<file path="src/design/osett_pkg.sv">
`default_nettype none
// ----------------------------------------------------------------------------
// osett_pkg
// Shared types and constants of the one-shot event timer table.
// ----------------------------------------------------------------------------
package osett_pkg;

	localparam int SLOTS       = 10;
	localparam int MAX_RESULTS = 10;
	localparam int IDX_W       = (SLOTS > 1) ? $clog2(SLOTS) : 1;
	localparam int CNT_W       = $clog2(MAX_RESULTS + 1);
	localparam int ID_W        = 8;
	localparam int TIME_W      = 64;
	localparam int SLOT_OUT_W  = 4;

	typedef enum logic [1:0] {
		KIND_REGISTER   = 2'd0,
		KIND_UNREGISTER = 2'd1,
		KIND_SCHEDULE   = 2'd2,
		KIND_TICK       = 2'd3
	} kind_t;

	typedef enum logic [1:0] {
		ST_IDLE,
		ST_SCAN,
		ST_FINISH
	} state_t;

	// Slot numbers are reported masked to the width of the result field.
	function automatic logic [SLOT_OUT_W-1:0] to_slot_index(input logic [IDX_W-1:0] idx);
		logic [IDX_W+SLOT_OUT_W-1:0] wide;
		wide = {{SLOT_OUT_W{1'b0}}, idx};
		return wide[SLOT_OUT_W-1:0];
	endfunction

endpackage
`default_nettype wire

</file>
<file path="src/design/one_shot_event_timer_table.sv">
`default_nettype none
// Flow: a request is taken in ST_IDLE, then ST_SCAN visits the slots one per cycle (a schedule
// stops at its first match; a tick stalls while a held fired result waits for a free sink),
// and ST_FINISH writes the final result once the sink is free. No new request is taken until
// ST_FINISH is done; there is a single slot walker and one 64-bit due-time comparator.
// Reset: arst_n clears all used and armed marks and the handshake state at once.
// ----------------------------------------------------------------------------
// one_shot_event_timer_table
// Table of one-shot event timers with register, unregister, schedule and tick requests.
// ----------------------------------------------------------------------------
module one_shot_event_timer_table (
	input  wire logic                                clk,
	input  wire logic                                arst_n,
	input  wire logic                                in_valid,
	output logic                                     in_ready,
	input  wire logic [1:0]                          kind,
	input  wire logic [osett_pkg::ID_W-1:0]          event_id,
	input  wire logic [osett_pkg::TIME_W-1:0]        time_value,
	output logic                                     out_valid,
	input  wire logic                                out_ready,
	output logic                                     accepted,
	output logic [osett_pkg::SLOT_OUT_W-1:0]         slot_index,
	output logic                                     fired,
	output logic [osett_pkg::ID_W-1:0]               fired_id,
	output logic [osett_pkg::TIME_W-1:0]             fired_time,
	output logic                                     last
);

	osett_pkg::state_t state_q, state_d;

	logic [osett_pkg::SLOTS-1:0]       used_q;
	logic [osett_pkg::SLOTS-1:0]       armed_q;
	logic [osett_pkg::ID_W-1:0]        event_q [osett_pkg::SLOTS];
	logic [osett_pkg::TIME_W-1:0]      due_q   [osett_pkg::SLOTS];

	osett_pkg::kind_t                  kind_q;
	logic [osett_pkg::ID_W-1:0]        id_q;
	logic [osett_pkg::TIME_W-1:0]      time_q;
	logic [osett_pkg::IDX_W-1:0]       idx_q;
	logic [osett_pkg::IDX_W-1:0]       sel_q;
	logic                              found_q;
	logic [osett_pkg::SLOTS-1:0]       mask_q;
	logic [osett_pkg::CNT_W-1:0]       cnt_q;

	logic                              pend_valid_q;
	logic [osett_pkg::ID_W-1:0]        pend_id_q;
	logic [osett_pkg::TIME_W-1:0]      pend_time_q;

	logic                              out_valid_q;
	logic                              out_acc_q;
	logic [osett_pkg::SLOT_OUT_W-1:0]  out_slot_q;
	logic                              out_fired_q;
	logic [osett_pkg::ID_W-1:0]        out_id_q;
	logic [osett_pkg::TIME_W-1:0]      out_time_q;
	logic                              out_last_q;

	logic in_take;
	logic out_free;
	logic last_idx;
	logic cur_match;
	logic tick_hit;
	logic step;
	logic emit_pend;
	logic fin_load;
	logic sched_stop;

	assign in_take   = in_valid && in_ready;
	assign out_free  = !out_valid_q || out_ready;
	assign last_idx  = (idx_q == osett_pkg::IDX_W'(osett_pkg::SLOTS - 1));
	assign cur_match = used_q[idx_q] && (event_q[idx_q] == id_q);
	assign tick_hit  = used_q[idx_q] && armed_q[idx_q] && (time_q >= due_q[idx_q])
		&& (cnt_q < osett_pkg::CNT_W'(osett_pkg::MAX_RESULTS));

	// Sequencer control.
	always_comb begin
		in_ready   = (state_q == osett_pkg::ST_IDLE);
		step       = 1'b0;
		emit_pend  = 1'b0;
		fin_load   = 1'b0;
		sched_stop = 1'b0;
		unique case (state_q)
			osett_pkg::ST_IDLE: begin
			end
			osett_pkg::ST_SCAN: begin
				if (kind_q == osett_pkg::KIND_TICK && tick_hit && pend_valid_q) begin
					// A second expired slot pushes the held one out, so the sink must be free.
					step      = out_free;
					emit_pend = out_free;
				end else begin
					step = 1'b1;
				end
				sched_stop = (kind_q == osett_pkg::KIND_SCHEDULE) && cur_match;
			end
			osett_pkg::ST_FINISH: begin
				fin_load = out_free;
			end
			default: begin
			end
		endcase
	end

	always_comb begin
		state_d = state_q;
		unique case (state_q)
			osett_pkg::ST_IDLE: begin
				if (in_take) begin
					state_d = osett_pkg::ST_SCAN;
				end
			end
			osett_pkg::ST_SCAN: begin
				if (step && (last_idx || sched_stop)) begin
					state_d = osett_pkg::ST_FINISH;
				end
			end
			osett_pkg::ST_FINISH: begin
				if (fin_load) begin
					state_d = osett_pkg::ST_IDLE;
				end
			end
			default: begin
				state_d = osett_pkg::ST_IDLE;
			end
		endcase
	end

	// Control state.
	always_ff @(posedge clk or negedge arst_n) begin
		if (!arst_n) begin
			state_q      <= osett_pkg::ST_IDLE;
			used_q       <= '0;
			armed_q      <= '0;
			pend_valid_q <= 1'b0;
			out_valid_q  <= 1'b0;
		end else begin
			state_q <= state_d;
			if (fin_load || emit_pend) begin
				out_valid_q <= 1'b1;
			end else if (out_ready) begin
				out_valid_q <= 1'b0;
			end
			if (state_q == osett_pkg::ST_SCAN && step) begin
				unique case (kind_q)
					osett_pkg::KIND_UNREGISTER: begin
						if (cur_match) begin
							used_q[idx_q]  <= 1'b0;
							armed_q[idx_q] <= 1'b0;
						end
					end
					osett_pkg::KIND_TICK: begin
						if (tick_hit) begin
							armed_q[idx_q] <= 1'b0;
							pend_valid_q   <= 1'b1;
						end
					end
					default: begin
					end
				endcase
			end
			if (fin_load) begin
				pend_valid_q <= 1'b0;
				if (found_q && kind_q == osett_pkg::KIND_REGISTER) begin
					used_q[sel_q] <= 1'b1;
					armed_q       <= armed_q & ~mask_q;
				end
				if (found_q && kind_q == osett_pkg::KIND_SCHEDULE) begin
					armed_q[sel_q] <= 1'b1;
				end
			end
		end
	end

	// Payload, slot contents and scan bookkeeping.
	always_ff @(posedge clk) begin
		if (in_take) begin
			kind_q  <= osett_pkg::kind_t'(kind);
			id_q    <= event_id;
			time_q  <= time_value;
			idx_q   <= '0;
			sel_q   <= '0;
			found_q <= 1'b0;
			mask_q  <= '0;
			cnt_q   <= '0;
		end
		if (state_q == osett_pkg::ST_SCAN && step) begin
			if (!last_idx) begin
				idx_q <= idx_q + osett_pkg::IDX_W'(1);
			end
			unique case (kind_q)
				osett_pkg::KIND_REGISTER: begin
					if (!used_q[idx_q] && !found_q) begin
						found_q <= 1'b1;
						sel_q   <= idx_q;
					end
					if (cur_match) begin
						mask_q[idx_q] <= 1'b1;
					end
				end
				osett_pkg::KIND_SCHEDULE: begin
					if (cur_match) begin
						found_q <= 1'b1;
						sel_q   <= idx_q;
					end
				end
				osett_pkg::KIND_TICK: begin
					if (tick_hit) begin
						pend_id_q   <= event_q[idx_q];
						pend_time_q <= due_q[idx_q];
						cnt_q       <= cnt_q + osett_pkg::CNT_W'(1);
					end
				end
				default: begin
				end
			endcase
		end
		if (fin_load && found_q) begin
			if (kind_q == osett_pkg::KIND_REGISTER) begin
				event_q[sel_q] <= id_q;
			end
			if (kind_q == osett_pkg::KIND_SCHEDULE) begin
				due_q[sel_q] <= time_q;
			end
		end
		if (emit_pend) begin
			out_acc_q   <= 1'b0;
			out_slot_q  <= '0;
			out_fired_q <= 1'b1;
			out_id_q    <= pend_id_q;
			out_time_q  <= pend_time_q;
			out_last_q  <= 1'b0;
		end else if (fin_load) begin
			out_last_q <= 1'b1;
			if (kind_q == osett_pkg::KIND_TICK) begin
				out_acc_q   <= 1'b0;
				out_slot_q  <= '0;
				out_fired_q <= pend_valid_q;
				out_id_q    <= pend_valid_q ? pend_id_q : '0;
				out_time_q  <= pend_valid_q ? pend_time_q : '0;
			end else begin
				out_acc_q   <= found_q || (kind_q == osett_pkg::KIND_UNREGISTER);
				out_slot_q  <= (found_q && kind_q != osett_pkg::KIND_UNREGISTER)
					? osett_pkg::to_slot_index(sel_q) : '0;
				out_fired_q <= 1'b0;
				out_id_q    <= '0;
				out_time_q  <= '0;
			end
		end
	end

	assign out_valid  = out_valid_q;
	assign accepted   = out_acc_q;
	assign slot_index = out_slot_q;
	assign fired      = out_fired_q;
	assign fired_id   = out_id_q;
	assign fired_time = out_time_q;
	assign last       = out_last_q;

endmodule
`default_nettype wire

</file>
<file path="config.mk">
export PLATFORM = sky130hd
export DESIGN_NAME = one_shot_event_timer_table
export DESIGN_NICKNAME = d
export VERILOG_FILES = /design/src/design/osett_pkg.sv /design/src/design/one_shot_event_timer_table.sv
export SDC_FILE = /design/constraint.sdc
export NUM_CORES = 1
export LEC_CHECK = 0
export ABC_AREA = 1
export BUFFER_PORTS_ARGS = -buffer_cell sky130_fd_sc_hd__buf_2
export CAP_MARGIN = 20
export CORE_UTILIZATION = 50
export DETAILED_ROUTE_END_ITERATION = 8
export GPL_ROUTABILITY_DRIVEN = 0
export PLACE_DENSITY = 0.67
export SYNTH_ARGS = -nofsm -noshare
export SYNTH_HDL_FRONTEND = slang
export SYNTH_SLANG_ARGS = --single-unit
</file>
<file path="constraint.sdc">
create_clock -name clk -period 14.4 [get_ports clk]
set_input_delay 0.72 -clock clk [delete_from_list [all_inputs] [get_ports clk]]
set_output_delay 0.72 -clock clk [all_outputs]
set_load 0.03 [all_outputs]
</file>
==> results by group, run 1 <==
Worst setup path
  • Cell family contributing the most delay on the critical path: buffers and inverters
  • Critical Setup Path Class: flip-flop to flip-flop
  • Endpoint kind of the worst setup timing path: flip-flop
  • Setup slack of the most critical reg-to-reg path: ~6.4 ns
  • Required time at the worst-slack endpoint: approximately 15 ns
  • Cell Chain, Critical Path: buf_4 > buf_4 > buf_4 > o21ai_0 > o22ai_1 > nand2_1 > nand3_1 > inv_1 > ha_1 > nand2_1 > inv_1 > o21ai_0 > a21oi_1 > nor2_1 > nand2_1 > a21oi_1 > nand2_1 > nand4_1 > nand2_2 > inv_2 > nand2_1 > inv_4 > buf_4
  • Critical path buffer and inverter count: 8
  • Delay contributed by the slowest stage of the critical path: between 0.7 and 0.8 ns
  • Arrival time reported for the critical path endpoint: 8.25 ns
  • Critical-path top delay cell: sky130_fd_sc_hd__buf_4
  • Worst path most repeated cell: sky130_fd_sc_hd__nand2_1
  • Highest net fanout along the worst path: 75
  • Launching element type of the critical path: flip-flop

Logic synthesis
  • Post-synthesis async set-or-reset flop share: around 2.4%
  • Dominant synthesized flop cell: sky130_fd_sc_hd__edfxtp_1
  • Post-synthesis cell type with the largest combined area: sky130_fd_sc_hd__edfxtp_1
  • Share of the synthesized area in the top cell type: a little over two thirds
  • Average cell area after synthesis: 12.1 um2
  • Largest cells by area after synthesis: sky130_fd_sc_hd__edfxtp_1, sky130_fd_sc_hd__nor2_1, sky130_fd_sc_hd__nand2_1
  • Post-Synthesis Net Count: about 3,500
  • Count of state elements after synthesis: 992
  • Sequential element share of the synthesized area: 72.9%
  • Post-synthesis instance total: about 3,300
  • Synthesis warning total: 0
  • Most frequent cell after synthesis: sky130_fd_sc_hd__edfxtp_1
  • Post-synth EDFFs: approximately 940
  • Yosys cell types: 42
  • Cell area after technology mapping: roughly 40,000 um2
  • Most used standard cells in the synthesized netlist: sky130_fd_sc_hd__edfxtp_1, sky130_fd_sc_hd__nor2_1, sky130_fd_sc_hd__nand2_1

Detailed routing
  • Count of TritonRoute iterations in the first routing pass: 7
  • Post-route ant nets: 0
  • Mean routed wirelength per cell: around 22 um
  • Total via count after detailed routing: between 20,000 and 30,000
  • Total length of routed wires: ~100 mm
  • Post-detailed-route DRC marker count: 0
  • Drt via density: about 5.6
  • First-iteration detailed-routing DRC count: between 2,000 and 2,500

GRT
  • Number of antenna violations at the first check in global routing: 0
  • Leftover overflow at the end of global routing: 0
  • Number of global-route vias before repair: around 25,000
  • Global-route wire length before repair: between 150 and 200 mm
  • Largest net degree at the start of global routing: ~180
  • Global-route usage over all layers: between 20% and 30%

Flow run
  • Maxcap violations: 0

Floorplan
  • Floorplan die width: 286 um
  • Initial standard-cell utilization of the core: about half
  • Boundary pin count: 159
  • Floorplan Core Area: about 80,000 um2
  • Height of the chip: around 290 um
  • Area of the die: just over 80,000 um2
  • Cell Rows: between 100 and 150

Finish
  • Number of nets in the finished design: ~3,600
  • Diode count: 0
  • Area Growth Syn to Fin: 12.5%
  • Number of standard cells in the layout, taps in and fillers out: roughly 4,600
  • Post-layout util: a little under three fifths
  • Post-route cell area: between 40,000 and 50,000 um2
  • Layout cells sized above 1: 11.2%
  • Number of inserted filler cells in the final layout: roughly 6,500

STA
  • Final slew viol count: 0
  • Worst slew slack as a fraction of its limit: 24.8%
  • # setup viols final: 0
  • Pin slew with the least headroom to its limit: roughly 1.1 ns
  • Summed negative setup slack over all endpoints: 0 ns
  • Final Hold Slack: around 0.094 ns
  • Unrepaired setup endpoints after global routing: no
  • Period minus WS final: 7.98 ns
  • Setup clock skew after layout: 0.0315 ns
  • Final setup margin: around 6.4 ns
  • Count of final hold-check violations: 0
  • Share of the cycle needed by the critical path after routing: a little under three fifths
  • Maximum clock frequency: 125 MHz

Status
  • Result of the run: completed

Clocking
  • Clock tree from TritonCTS: done
  • Clock-pin slew of the registers on the worst-case setup and hold paths: about 0.07 ns
  • Post-cts resize count: 0
  • Clk sink count: ~990
  • Number of hold-repair buffers added at the cts stage: 0
  • Clock insertion delay at the later pin of the skew report: between 0.6 and 0.7 ns
  • Clock buffer count from CTS: about 100
  • H-tree levels: 3
  • # Post-CTS Setup Buffers: 0
  • Clock Tree Buf Depth: 3
  • Buffer cell driving the clock tree root: sky130_fd_sc_hd__clkbuf_16

Power
  • Static Leak: ~16 nW
  • Max rail drop VDD: about 0.00015 V
  • Power per unit of standard cell area: 192 nW/um2
  • Power Total: between 8 and 9 mW

Placement
  • Dpl cell area: about 42,000 um2
  • Total half-perimeter wirelength after legalization and detailed placement: between 50 and 60 mm
  • I/O Buffers: roughly 160
  • Dpl cells: around 4,400
  • Minimum setup slack after placement: 6.61 ns

Worst hold path
  • Worst hold-check path type: input pin to asynchronous set/reset pin
state kept, by name, indices dropped and copies added, names as in the netlist, 2 cells and up:
signal       cells
due_q          640
mask_q          10
state_q          2
fired_time      64
fired_id         8
cnt_q            4
armed_q         10
sel_q            4
id_q             8
slot_index       4
time_q          64
pend_id_q        8
kind_q           2
used_q          10
idx_q            4
pend_time_q     64
event_q         80
metal layers:
metal  global-route usage [%]  wire (um)  up-vias
met5                        0          0        -
met4                     7.74       2610        0
met3                     3.80       6870      147
met2                     40.3      48000      942
met1                     33.2      41700    12500
li1                         -          -    11900
kinds of logic (layout without fill, tap and decap cells):
group | after synthesis | count (layout) | share of synthesized area [%]
DFF | 992 | 992 | 72.9
AOI/OAI and AO/OA | 575 | 575 | 7.74
adders and majority gates | 69 | 69 | 2.14
and+or+nand+nor | 1299 | 1299 | 13.0
buffers and inverters | 395 | 607 | 4.08
xor gates and xnor gates | 4 | 4 | 0.0870
final timing paths:
| check | startpoint | endpoint | depth (start not counted) |
|---|---|---|---|
| min | arst_n | armed_q[1] | 1 |
| max in group asynchronous | arst_n | pend_valid_q | 1 |
| max reg2reg | idx_q[0] | pend_time_q[27] | 23 |
| max | idx_q[0] | pend_time_q[27] | 23 |
| min reg2reg | fired | fired | 2 |
| min in group clk | event_id[0] | id_q[0] | 1 |
where the power goes:
part | switching, mW | internal [mW] | leakage (nW)
Combinational | 1.81 | 0.740 | 5.86
Clock | 1.09 | 1.51 | 1.59
Sequential | 0.179 | 3.37 | 9.02
Total | 3.08 | 5.62 | 16.5
final cells by class:
cell class	count	area [um2]	share of cell area (%)
inverters	223	858	1.89
flip-flops and latches	992	29400	64.8
well taps	1050	1310	2.90
clock inverters	61	593	1.31
clock buffers	125	2700	5.96
multi-input cells	1947	9370	20.7
repair buffers	198	1110	2.46
cell usage in the layout, fill, tap and decap left out, types with 4 or more instances in the layout:
cell and count:
sky130_fd_sc_hd__nor3_1 7, sky130_fd_sc_hd__o21ai_0 352, sky130_fd_sc_hd__nand2_1 536, sky130_fd_sc_hd__nor2_4 14, sky130_fd_sc_hd__nand4_1 19, sky130_fd_sc_hd__clkinvlp_4 6
sky130_fd_sc_hd__a21oi_1 38, sky130_fd_sc_hd__o21ai_1 33, sky130_fd_sc_hd__clkbuf_1 19, sky130_fd_sc_hd__inv_6 4, sky130_fd_sc_hd__nand3_1 123, sky130_fd_sc_hd__dfrtp_1 23
sky130_fd_sc_hd__clkbuf_16 104, sky130_fd_sc_hd__nand4_2 7, sky130_fd_sc_hd__clkinv_1 23, sky130_fd_sc_hd__inv_1 216, sky130_fd_sc_hd__ha_1 69, sky130_fd_sc_hd__o211ai_1 9
sky130_fd_sc_hd__edfxtp_1 938, sky130_fd_sc_hd__o32ai_1 5, sky130_fd_sc_hd__buf_2 158, sky130_fd_sc_hd__o22ai_1 128, sky130_fd_sc_hd__buf_4 36, sky130_fd_sc_hd__dfxtp_1 28
sky130_fd_sc_hd__nand3_2 8, sky130_fd_sc_hd__clkinv_2 15, sky130_fd_sc_hd__nand2_2 5, sky130_fd_sc_hd__bufinv_16 10, sky130_fd_sc_hd__nor2_1 573
No activity file was read; power rests on OpenSTA's default activity.
==> run 2: changes to the inputs <==
Settings changed: PLACE_DENSITY 0.67 to 0.69.
Clock period 14.4 ns to 6.9 ns, I/O delays scaled along.
==> results by group, run 2 (synthesized netlist as in run 1, its figures left out) <==
STA
  • Unrepaired setup endpoints after global routing: no
  • Pin slew with the least headroom to its limit: 1.14 ns (+0.0159 ns)
  • Maximum clock frequency: 175 MHz (+40%)
  • Share of the cycle needed by the critical path after routing: 82.7% (+27 points)
  • # setup viols final: 0 (unchanged)
  • Final slew viol count: 0 (unchanged)
  • Setup clock skew after layout: 0.0333 ns (+0.00187 ns)
  • Count of final hold-check violations: 0 (unchanged)
  • Final setup margin: 1.19 ns (-5.23 ns)
  • Period minus WS final: 5.71 ns (-2.27 ns)
  • Summed negative setup slack over all endpoints: 0 ns (unchanged)
  • Worst slew slack as a fraction of its limit: 24.0% (-0.78 points)

Worst setup path
  • Worst path most repeated cell: sky130_fd_sc_hd__nand2_1
  • Cell family contributing the most delay on the critical path: buffers and inverters
  • Critical-path top delay cell: sky130_fd_sc_hd__dfxtp_4
  • Critical path buffer and inverter count: 8 (unchanged)
  • Endpoint kind of the worst setup timing path: flip-flop
  • Delay contributed by the slowest stage of the critical path: 0.76 ns (about the same)
  • Launching element type of the critical path: flip-flop
  • Critical Setup Path Class: flip-flop to flip-flop
  • Highest net fanout along the worst path: 102 (+36%)
  • Arrival time reported for the critical path endpoint: 6.01 ns (-2.24 ns)
  • Required time at the worst-slack endpoint: 7.20 ns (-7.47 ns)

GRT
  • Largest net degree at the start of global routing: 135 (-25%)
  • Number of antenna violations at the first check in global routing: 0 (unchanged)
  • Global-route usage over all layers: 23.8% (-0.53 points)
  • Global-route wire length before repair: 148 mm (-1.7%)
  • Number of global-route vias before repair: 25,100 (+0.67%)
  • Leftover overflow at the end of global routing: 0 (unchanged)

Placement
  • I/O Buffers: 158 (unchanged)
  • Dpl cell area: 42,200 um2 (+0.48%)
  • Dpl cells: 4,418 (+0.30%)
  • Minimum setup slack after placement: 1.13 ns (-5.48 ns)
  • Total half-perimeter wirelength after legalization and detailed placement: 54.7 mm (+1.2%)

Finish
  • Footprint of the multi-input gates: 9370 um2 (unchanged)
  • Diode count: 0 (unchanged)
  • Most common cell after layout, fill and taps aside: sky130_fd_sc_hd__edfxtp_1
  • Number of nets in the finished design: 3,694 (+2.3%)
  • Biggest register: due_q
  • Post-route cell area: 46,300 um2 (+2.1%)
  • Commonest cells after routing, fill and taps aside: sky130_fd_sc_hd__edfxtp_1, sky130_fd_sc_hd__nor2_1, sky130_fd_sc_hd__nand2_1, sky130_fd_sc_hd__o21ai_0, sky130_fd_sc_hd__inv_1
  • Number of standard cells in the layout, taps in and fillers out: 4,681 (+1.8%)
  • Area Growth Syn to Fin: 14.9%
  • Biggest registers after layout: due_q: 640 flops, event_q: 80 flops
  • Max FFs per register: 640 (unchanged)
  • Number of inserted filler cells in the final layout: 6,361 (-2.8%)
  • Area of all sequential standard cells: 29,400 um2 (unchanged)
  • Layout cells sized above 1: 11.2% (-0.042 points)

Clocking
  • H-tree levels: 3 (unchanged)
  • Clock buffer count from CTS: 100 (-2.0%)
  • Buffer cell driving the clock tree root: sky130_fd_sc_hd__clkbuf_16
  • Clock Tree Buf Depth: 3 (unchanged)
  • Clock-pin slew of the registers on the worst-case setup and hold paths: 0.06 ns (about the same)
  • Clock insertion delay at the later pin of the skew report: 0.68 ns (about the same)
  • Clock tree from TritonCTS: done
  • Post-cts resize count: 0 (unchanged)
  • Clk sink count: 992 (unchanged)

Detailed routing
  • First-iteration detailed-routing DRC count: 2,486 (+3.7%)
  • Drt via density: 5.56 (about the same)
  • Mean routed wirelength per cell: 20.9 um (-3.2%)
  • Total via count after detailed routing: 26,000 (+1.8%)
  • Post-detailed-route DRC marker count: 0 (unchanged)
  • Total length of routed wires: 97.8 mm (-1.4%)
  • Post-route ant nets: 0 (unchanged)
  • Count of TritonRoute iterations in the first routing pass: 5 (-2)

Power
  • Static Leak: 16.9 nW (+2.4%)
  • Max rail drop VDD: 0.000261 V (+69%)
  • Power per unit of standard cell area: 395 nW/um2 (+110%)

Floorplan
  • Area of the die: 81,700 um2 (unchanged)
  • Initial standard-cell utilization of the core: 50.7% (unchanged)
  • Boundary pin count: 159 (unchanged)
  • Floorplan die width: 286 um (unchanged)
  • Height of the chip: 286 um (unchanged)
  • Floorplan Core Area: 79,400 um2 (unchanged)
  • Cell Rows: 103 (unchanged)

Flow run
  • Maxcap violations: 0 (unchanged)

Status
  • Result of the run: completed

Worst hold path
  • Worst hold-check path type: input pin to flip-flop
-- run 2: changes by cell type in the layout (fill, tap and decap cells not counted), moves of 2 or more --
cell	before	now
sky130_fd_sc_hd__clkbuf_1	19	23
sky130_fd_sc_hd__buf_6	3	0
sky130_fd_sc_hd__dlygate4sd3_1	0	75
sky130_fd_sc_hd__clkbuf_16	104	100
sky130_fd_sc_hd__buf_4	36	41
sky130_fd_sc_hd__clkinv_1	23	21
sky130_fd_sc_hd__buf_12	1	8
sky130_fd_sc_hd__clkbuf_8	2	4
sky130_fd_sc_hd__clkinv_2	15	12
-- run 2: path summary, 6_finish.rpt --
check	from	endpoint	slack [ns]	depth (start not counted)
max in group asynchronous	arst_n	pend_valid_q	6.14	2
min reg2reg	mask_q[2]	mask_q[2]	0.46	2
min in group asynchronous	arst_n	armed_q[0]	0.27	2
max	idx_q[0]	pend_time_q[35]	1.19	25
max reg2reg	idx_q[0]	pend_time_q[35]	1.19	25
min	out_ready	state_q[1]	0.05	4
-- run 2: layout make-up --
type                    count  share of cell area, %
flip-flops and latches    992                   63.5
multi-input cells        1947                   20.3
clock buffers             127                   5.71
repair buffers            283                   4.40
well taps                1050                   2.84
inverters                 223                   1.86
clock inverters            59                   1.43
-- run 2: power breakdown --
part / leakage, nW / internal (mW) / total [mW] / switching, mW
combinational: 6.26 / 1.65 / 5.47 / 3.82
sequential: 9.02 / 7.02 / 7.36 / 0.334
clock: 1.59 / 3.14 / 5.42 / 2.28
-- run 2: worst register-to-register path, delay by kind of cell, from the launching register on --
kind	cells	cell delay, ns
buf+inv	8	2.06
simple gates	13	1.67
flops	1	0.76
compound gates	3	0.60
fa+ha+maj	1	0.22
-- run 2: timing repair --
action | 4_1_cts | 5_1_grt
hold buffers | 75 | 0
setup buffers | 0 | 0
endpoints found under the hold margin | 98 | 0
-- run 2: per-stage QoR --
stage	hold WS, ns	util, %	power, mW
floorplan	0.0494	-	11.2
global placement	0.409	53.1	12.7
detailed placement	0.409	53.1	12.9
CTS	0.0144	58.2	18.3
global route	0.0519	58.3	19.2
finish	0.0495	58.3	18.3
-- run 2: metal layers --
metal / routed length [um] / GRT usage [%] / vias to the layer above
met2: 48000 / 40.0 / 947
met4: 2680 / 7.38 / 0
li1: - / - / 12100
met3: 6270 / 3.17 / 183
met1: 40800 / 32.5 / 12800
met5: 0 / 0 / -
